### config.mk
export PLATFORM = sky130hd
export DESIGN_NAME = jtag_tap_navigator_unit
export DESIGN_NICKNAME = d
export VERILOG_FILES = /design/src/rtl/jtn_pkg.sv /design/src/rtl/jtag_tap_navigator_unit.sv
export SDC_FILE = /design/constraint.sdc
export NUM_CORES = 1
export LEC_CHECK = 0
export BUFFER_PORTS_ARGS = -buffer_cell sky130_fd_sc_hd__buf_2
export CORE_UTILIZATION = 55
export CTS_BUF_LIST = sky130_fd_sc_hd__clkbuf_8
export DETAILED_ROUTE_END_ITERATION = 6
export GPL_ROUTABILITY_DRIVEN = 1
export PLACE_DENSITY = 0.78
export REMOVE_ABC_BUFFERS = 1
export SETUP_SLACK_MARGIN = 0.2
export SLEW_MARGIN = 25
export SYNTH_ARGS = -nofsm -noshare
export SYNTH_HDL_FRONTEND = slang
export SYNTH_SLANG_ARGS = --single-unit
### constraint.sdc
create_clock -name clk_i -period 4.06 [get_ports clk_i]
set_clock_uncertainty 0.15 [all_clocks]
set_input_delay 0.609 -clock clk_i [delete_from_list [all_inputs] [get_ports clk_i]]
set_output_delay 0.609 -clock clk_i [all_outputs]
set_load 0.005 [all_outputs]
### src/rtl/jtn_pkg.sv
`default_nettype none

package jtn_pkg;

  // Ones given from the unknown state to reach Test-Logic-Reset
  localparam int unsigned RESET_PULSES = 5;
  localparam int unsigned RstCntW      = $clog2(RESET_PULSES);

  // Believed TAP state: 4-bit TAP code plus an unknown flag in bit 4
  localparam int unsigned TapW = 5;

  localparam logic [3:0] TAP_RESET    = 4'd0;
  localparam logic [3:0] TAP_IDLE     = 4'd1;
  localparam logic [3:0] TAP_SEL_DR   = 4'd2;
  localparam logic [3:0] TAP_CAP_DR   = 4'd3;
  localparam logic [3:0] TAP_SHIFT_DR = 4'd4;
  localparam logic [3:0] TAP_EXIT1_DR = 4'd5;
  localparam logic [3:0] TAP_PAUSE_DR = 4'd6;
  localparam logic [3:0] TAP_EXIT2_DR = 4'd7;
  localparam logic [3:0] TAP_UPD_DR   = 4'd8;
  localparam logic [3:0] TAP_SEL_IR   = 4'd9;
  localparam logic [3:0] TAP_CAP_IR   = 4'd10;
  localparam logic [3:0] TAP_SHIFT_IR = 4'd11;
  localparam logic [3:0] TAP_EXIT1_IR = 4'd12;
  localparam logic [3:0] TAP_PAUSE_IR = 4'd13;
  localparam logic [3:0] TAP_EXIT2_IR = 4'd14;
  localparam logic [3:0] TAP_UPD_IR   = 4'd15;

  localparam logic [TapW-1:0] TAP_UNKNOWN = 5'd16;

  // Input kinds carried in tuser
  localparam logic OP_NAVIGATE = 1'b0;
  localparam logic OP_FORGET   = 1'b1;

  typedef struct packed {
    logic       tms;
    logic [3:0] nxt;
  } tap_step_t;

  // One TCK pulse of the walk: TMS level and next state toward target t
  function automatic tap_step_t tap_step(input logic [3:0] s, input logic [3:0] t);
    tap_step_t r;
    r.tms = 1'b0;
    r.nxt = TAP_IDLE;
    case (s)
      TAP_RESET: begin
        r.tms = 1'b0; r.nxt = TAP_IDLE;
      end
      TAP_IDLE: begin
        r.tms = 1'b1; r.nxt = TAP_SEL_DR;
      end
      TAP_SEL_DR: begin
        if (t >= TAP_SEL_IR || t == TAP_RESET) begin
          r.tms = 1'b1; r.nxt = TAP_SEL_IR;
        end else begin
          r.tms = 1'b0; r.nxt = TAP_CAP_DR;
        end
      end
      TAP_SEL_IR: begin
        if (t < TAP_SEL_IR) begin
          r.tms = 1'b1; r.nxt = TAP_RESET;
        end else begin
          r.tms = 1'b0; r.nxt = TAP_CAP_IR;
        end
      end
      TAP_UPD_DR: begin
        if (t == TAP_SEL_DR) begin
          r.tms = 1'b1; r.nxt = TAP_SEL_DR;
        end else begin
          r.tms = 1'b0; r.nxt = TAP_IDLE;
        end
      end
      TAP_UPD_IR: begin
        if (t == TAP_SEL_IR) begin
          r.tms = 1'b1; r.nxt = TAP_SEL_DR;
        end else begin
          r.tms = 1'b0; r.nxt = TAP_IDLE;
        end
      end
      TAP_CAP_DR: begin
        if (t >= TAP_EXIT1_DR) begin
          r.tms = 1'b1; r.nxt = TAP_EXIT1_DR;
        end else begin
          r.tms = 1'b0; r.nxt = TAP_SHIFT_DR;
        end
      end
      TAP_CAP_IR: begin
        if (t >= TAP_EXIT1_IR) begin
          r.tms = 1'b1; r.nxt = TAP_EXIT1_IR;
        end else begin
          r.tms = 1'b0; r.nxt = TAP_SHIFT_IR;
        end
      end
      TAP_SHIFT_DR: begin
        r.tms = 1'b1; r.nxt = TAP_EXIT1_DR;
      end
      TAP_SHIFT_IR: begin
        r.tms = 1'b1; r.nxt = TAP_EXIT1_IR;
      end
      TAP_EXIT1_DR: begin
        if (t == TAP_PAUSE_DR || t == TAP_EXIT2_DR) begin
          r.tms = 1'b0; r.nxt = TAP_PAUSE_DR;
        end else begin
          r.tms = 1'b1; r.nxt = TAP_UPD_DR;
        end
      end
      TAP_EXIT1_IR: begin
        if (t == TAP_PAUSE_IR || t == TAP_EXIT2_IR) begin
          r.tms = 1'b0; r.nxt = TAP_PAUSE_IR;
        end else begin
          r.tms = 1'b1; r.nxt = TAP_UPD_IR;
        end
      end
      TAP_PAUSE_DR: begin
        r.tms = 1'b1; r.nxt = TAP_EXIT2_DR;
      end
      TAP_PAUSE_IR: begin
        r.tms = 1'b1; r.nxt = TAP_EXIT2_IR;
      end
      TAP_EXIT2_DR: begin
        if (t == TAP_SHIFT_DR) begin
          r.tms = 1'b0; r.nxt = TAP_SHIFT_DR;
        end else begin
          r.tms = 1'b1; r.nxt = TAP_UPD_DR;
        end
      end
      TAP_EXIT2_IR: begin
        if (t == TAP_SHIFT_IR) begin
          r.tms = 1'b0; r.nxt = TAP_SHIFT_IR;
        end else begin
          r.tms = 1'b1; r.nxt = TAP_UPD_IR;
        end
      end
      default: begin
        r.tms = 1'b0; r.nxt = TAP_IDLE;
      end
    endcase
    return r;
  endfunction

endpackage

`default_nettype wire

### src/rtl/jtag_tap_navigator_unit.sv
// JTAG TAP walker. Keeps the believed TAP state and turns a request into a
// run of TMS bits, one output beat per TCK pulse.
// Input channel (s_axis): tuser = op (navigate or forget), tdata[3:0] = target
// TAP state. Output channel (m_axis): tdata[0] = TMS level, tlast marks the
// pulse that lands on the target state.
// A navigate beat walks the standard 16-state TAP graph; from the unknown
// state it first gives RESET_PULSES ones to reach Test-Logic-Reset. A walk
// gives 0 to RESET_PULSES + 7 beats (12 at five reset pulses). A forget beat,
// or a navigate beat for the state already held, gives no beats.
// Timing: a navigate beat taken while idle starts the walk, and each TMS beat
// is registered in the output register; beats follow one per cycle while the
// receiver takes them, computed by one next-state unit stepped by the walk
// sequencer. tready stays low during a walk, so the next item is taken once
// the last beat is registered; an item with no beats leaves tready high.
// The output register lets the next input beat be taken while the last TMS
// beat still waits. When the receiver stalls, the walk pauses and the held
// beat stays stable.
// Reset clears the channels and marks the TAP state unknown.
`default_nettype none

module jtag_tap_navigator_unit (
  input  wire logic       clk_i,
  input  wire logic       rst_ni,
  // input beats
  input  wire logic       s_axis_tvalid_i,
  output logic            s_axis_tready_o,
  input  wire logic [7:0] s_axis_tdata_i,   // [3:0] target_state, [7:4] zero
  input  wire logic       s_axis_tuser_i,   // [0] op
  // TMS beats
  output logic            m_axis_tvalid_o,
  input  wire logic       m_axis_tready_i,
  output logic [7:0]      m_axis_tdata_o,   // [0] tms, [7:1] zero
  output logic            m_axis_tlast_o    // last
);

  typedef enum logic [1:0] {
    SEQ_IDLE = 2'b01,
    SEQ_WALK = 2'b10
  } seq_state_e;

  seq_state_e                    seq_q, seq_d;
  logic [jtn_pkg::TapW-1:0]      tap_q, tap_d;
  logic [jtn_pkg::RstCntW-1:0]   rst_cnt_q, rst_cnt_d;
  logic [3:0]                    target_q, target_d;
  logic                          out_vld_q, out_vld_d;
  logic                          out_tms_q, out_tms_d;
  logic                          out_last_q, out_last_d;

  logic                          in_acc;
  logic                          slot_free;
  logic                          step_en;
  logic                          unknown;
  logic                          rst_done;
  logic                          emit_tms;
  logic                          emit_last;
  jtn_pkg::tap_step_t            step;

  assign s_axis_tready_o = (seq_q == SEQ_IDLE);
  assign in_acc          = s_axis_tvalid_i && s_axis_tready_o;
  assign slot_free       = !out_vld_q || m_axis_tready_i;
  assign step_en         = (seq_q == SEQ_WALK) && slot_free;

  // Shared next-state unit, stepped once per TCK pulse
  assign unknown  = tap_q[jtn_pkg::TapW-1];
  assign step     = jtn_pkg::tap_step(tap_q[3:0], target_q);
  assign rst_done = (rst_cnt_q == jtn_pkg::RstCntW'(jtn_pkg::RESET_PULSES - 1));

  always_comb begin
    if (unknown) begin
      emit_tms  = 1'b1;
      emit_last = rst_done && (target_q == jtn_pkg::TAP_RESET);
    end else begin
      emit_tms  = step.tms;
      emit_last = (step.nxt == target_q);
    end
  end

  // Sequencer: take a request, then walk one pulse per free output slot
  always_comb begin
    seq_d      = seq_q;
    tap_d      = tap_q;
    rst_cnt_d  = rst_cnt_q;
    target_d   = target_q;
    out_vld_d  = out_vld_q && !m_axis_tready_i;
    out_tms_d  = out_tms_q;
    out_last_d = out_last_q;
    case (seq_q)
      SEQ_IDLE: begin
        if (in_acc) begin
          if (s_axis_tuser_i == jtn_pkg::OP_FORGET) begin
            tap_d     = jtn_pkg::TAP_UNKNOWN;
            rst_cnt_d = '0;
          end else if (tap_q != {1'b0, s_axis_tdata_i[3:0]}) begin
            target_d = s_axis_tdata_i[3:0];
            seq_d    = SEQ_WALK;
          end
        end
      end
      SEQ_WALK: begin
        if (step_en) begin
          out_vld_d  = 1'b1;
          out_tms_d  = emit_tms;
          out_last_d = emit_last;
          if (unknown) begin
            if (rst_done) begin
              tap_d     = {1'b0, jtn_pkg::TAP_RESET};
              rst_cnt_d = '0;
            end else begin
              rst_cnt_d = rst_cnt_q + 1'b1;
            end
          end else begin
            tap_d = {1'b0, step.nxt};
          end
          if (emit_last) begin
            seq_d = SEQ_IDLE;
          end
        end
      end
      default: begin
        seq_d = SEQ_IDLE;
      end
    endcase
  end

  // Control state
  always_ff @(posedge clk_i or negedge rst_ni) begin
    if (!rst_ni) begin
      seq_q     <= SEQ_IDLE;
      tap_q     <= jtn_pkg::TAP_UNKNOWN;
      rst_cnt_q <= '0;
      out_vld_q <= 1'b0;
    end else begin
      seq_q     <= seq_d;
      tap_q     <= tap_d;
      rst_cnt_q <= rst_cnt_d;
      out_vld_q <= out_vld_d;
    end
  end

  // Payload
  always_ff @(posedge clk_i) begin
    target_q   <= target_d;
    out_tms_q  <= out_tms_d;
    out_last_q <= out_last_d;
  end

  assign m_axis_tvalid_o = out_vld_q;
  assign m_axis_tdata_o  = {7'b0, out_tms_q};
  assign m_axis_tlast_o  = out_last_q;

`ifndef SYNTHESIS
  // The reset pulse count runs only while the TAP state is unknown
  a_rst_cnt_unknown: assert property (@(posedge clk_i) disable iff (!rst_ni)
    (rst_cnt_q != '0) |-> (tap_q == jtn_pkg::TAP_UNKNOWN))
    else $error("reset pulse count active with known TAP state");

  // A beat marked last leaves the TAP at the target state
  a_last_reaches_target: assert property (@(posedge clk_i) disable iff (!rst_ni)
    (step_en && emit_last) |=> (tap_q == {1'b0, target_q}))
    else $error("last TMS beat does not land on the target");

  // A forget request marks the state unknown and starts no walk
  a_forget: assert property (@(posedge clk_i) disable iff (!rst_ni)
    (in_acc && s_axis_tuser_i == jtn_pkg::OP_FORGET)
      |=> (tap_q == jtn_pkg::TAP_UNKNOWN && seq_q == SEQ_IDLE))
    else $error("forget did not clear the TAP state");

  // A walk never overwrites a beat that is still stalled
  a_no_overwrite: assert property (@(posedge clk_i) disable iff (!rst_ni)
    (out_vld_q && !m_axis_tready_i) |-> !step_en)
    else $error("walk stepped while output beat stalled");
`endif

endmodule

`default_nettype wire
==> impl_metrics.toml <==
[clock_network]
cts_root_buf = "clkbuf_8"
clock_latency_ps = 250
clockBufferDepth = 2
clk_pin_slew_worst_paths_ps = 70
cts_setup_buffers = 0
cts_tree = "built"
cts.sinks = 17
cts.repair.resized = 0
htree_levels = 1
cts_buffers = 3
holdBufCountCts = 0

[placed_design]
dpl-instance-area_um2 = 1440
hpwl_um = 2060
port_buffers = 12
dp_cells = 196
place.gp.congestion = 0.827

[logic_synthesis]
synth-edff-count = 6
synth_flop_cell = "dfrtp_1"
ys_top_cells_by_area = "dfrtp_1 (15%), edfxtp_1 (12%), nand2_1 (4.9%), buf_4 (4.1%), dfstp_2 (3.6%)"
ys_seq_area_share_pct = 31.5
yosysUniqueCellTypes = 57
syn-cell-area_um2 = 1450
synth_area_leader_cell = "dfrtp_1"
ys_ff_latch = 17
synthCells = 169
avgSynthCellArea_um2 = 8.60
async_flop_share_pct = 64.7
yosys_warnings = 0
yosysTopAreaCellShare_pct = 15.5

[timing]
finalMaxSlewViolations = 0
setup_viol = 0
worst_pin_slew_ps = 804
fin_crit_ps = 2650
hold_viol = 0
tns_ps = 0
rsz0062_at_grt = "no"
finalCritPeriodShare_pct = 65.2
max_freq_mhz = 378
whs_ps = 66.1
relSlewSlack_pct = 46.1

[detailed_routing]
wl_per_cell_um = 14.5
dr.pass1.iters = 4
viasPerCell = 6.23
vias = 1246
drc = 0
drt-initial-drc-count = 46
wirelength_um = 2900
ant_nets = 0

[floorplanning]
core_um2 = 2480
dieArea_um2 = 2850
rows = 18
die_w_um = 53.4
die_h_um = 53.4
initial_utilization_pct = 58.7
num_io_pins = 24

[setup_path]
ff2ff_setup_slack_ps = 1410
reg2reg_depth = 6
arrival_ps = 2630
crit_fanout = 15
crit_path_end = "seq_q[1]"
reg2reg_from = "target_q[3]"
worstSetupPathType = "flip-flop to flip-flop"
worst_ep_required_time_ps = 4050
cp-start-kind = "flip-flop"
r2r-end = "seq_q[1]"
critPathLaunch = "target_q[3]"
end_kind = "flip-flop"

[power]
total_power_mw = 0.398
max-vdd-ir-drop_v = 0.000352
p_leak_nw = 0.601
power.density_nw_per_um2 = 268

[cells_and_area]
layout.cells.non_filler = 200
synthToLayoutAreaGrowth_pct = 2.32
fillCellCount = 237
antenna_cells = 0
fin_area_um2 = 1490
register_area_um2 = 458
nets = 186
multiInputGateArea_um2 = 860
layout-drive-gt1-share_pct = 14.7

[grt]
grt_pass1_wl_um = 4530
grt.total_usage_pct = 21.5
grt_pass1_vias = 1041
antenna_found_initial = 0
grt_overflow = 0
grt_max_degree = 21

[status]
status = "completed"

[run]
maxCapViolCount = 0

[hold_path]
hold_path.class = "input pin to asynchronous set/reset pin"
cell type report:
cell class	instances	area share, %
inverter	7	1.77
sequential	17	30.8
clock inverter	1	0.336
clock buffer	3	2.78
timing repair buffer	12	4.04
tap	30	2.52
multi-input combinational	130	57.8
worst min-delay path by stage:
stage	startpoint	endpoint	slack [ps]	depth (start not counted)
final	rst_ni	seq_q[1]	70	1
after global routing	rst_ni	rst_cnt_q[2]	90	1
after detailed placement	rst_ni	rst_cnt_q[0]	340	1
after floorplan	rst_ni	m_axis_tvalid_o	160	0
after global placement	rst_ni	rst_cnt_q[2]	330	1
after CTS	rst_ni	rst_cnt_q[2]	70	1
critical path, cell delays in order (launching register included):
cell and delay (ps):
edfxtp_1 640, or4b_1 620, a22oi_1 170, o221a_2 240
xor2_1 150, o2111ai_1 220, o31a_1 350
cell usage after synthesis, types with 2 or more instances:
| cell | count |
|---|---|
| nand2_1 | 19 |
| nor2_1 | 10 |
| dfrtp_1 | 9 |
| o21ai_0 | 9 |
| buf_4 | 8 |
| buf_2 | 7 |
| inv_1 | 7 |
| nand2b_1 | 7 |
| a21oi_1 | 6 |
| edfxtp_1 | 6 |
| nand3_1 | 6 |
| nor2b_1 | 5 |
| clkbuf_1 | 4 |
| o31ai_1 | 4 |
| xor2_1 | 4 |
| nor3_1 | 3 |
| xnor2_1 | 3 |
| a22o_1 | 2 |
| a32o_1 | 2 |
| and2_1 | 2 |
| and3b_1 | 2 |
| buf_6 | 2 |
| dfstp_2 | 2 |
| ha_1 | 2 |
| nand3b_1 | 2 |
| nand4b_1 | 2 |
| nor4_1 | 2 |
| o2111ai_1 | 2 |
| or4b_1 | 2 |
kinds of logic (layout without fill, tap and decap cells):
logic type | after synthesis | in the layout | share of synthesized area [%]
other | 1 | 7 | 0.258
buffers and inverters | 28 | 23 | 10.9
xor gates and xnor gates | 8 | 8 | 6.11
and+or+nand+nor | 72 | 72 | 27.8
adders and majority gates | 2 | 2 | 1.72
AOI/OAI and AO/OA | 40 | 40 | 20.9
DFF | 17 | 17 | 31.5
muxes | 1 | 1 | 0.774
registers in the layout, summed over array words and instances (netlist names):
register and cells:
target_q 4, m_axis_tvalid_o 1, m_axis_tlast_o 1, out_tms_q 1
seq_q 2, rst_cnt_q 3, tap_q 5
report_power, final:
part / switching [mW] / internal (mW) / leakage, nW
sequential: 0.0148 / 0.192 / 0.197
combinational: 0.0377 / 0.0300 / 0.378
clock: 0.0554 / 0.0680 / 0.0255
cell usage in the layout (no fill, tap or decap), drive strengths merged, types with 2 or more instances in the layout:
master   Yosys  final
nand3b       2      2
xnor2        4      4
a32o         2      2
or3          2      2
buf         17     12
nor4         2      2
dfstp        2      2
conb         1      7
dfrtp        9      9
inv          7      7
o21ai        9      9
or4b         2      2
a21oi        6      6
and3b        2      2
nand3        6      6
a22o         2      2
o31ai        4      4
and2         2      2
nand4b       2      2
edfxtp       6      6
clkbuf       4      3
xor2         4      4
nand2b       7      7
nor3         3      3
ha           2      2
nor2b        5      5
o2111ai      2      2
nor2        11     11
nand2       19     19
stage by stage:
stage | setup WS (ps) | util (%)
2_1_floorplan | 1680 | -
3_3_place_gp | 1490 | 58.2
3_5_place_dp | 1450 | 58.2
4_1_cts | 1430 | 60.1
5_1_grt | 1320 | 60.1
6_report | 1410 | 60.1
per-layer routing:
metal	vias to the layer above	wire length [µm]	GRT usage, %
met5	-	0	0
met4	0	12	4.82
met3	4	180	2.59
met2	53	1380	34.4
met1	594	1320	30.4
li1	595	-	-
No activity file was read; power rests on OpenSTA's default activity.
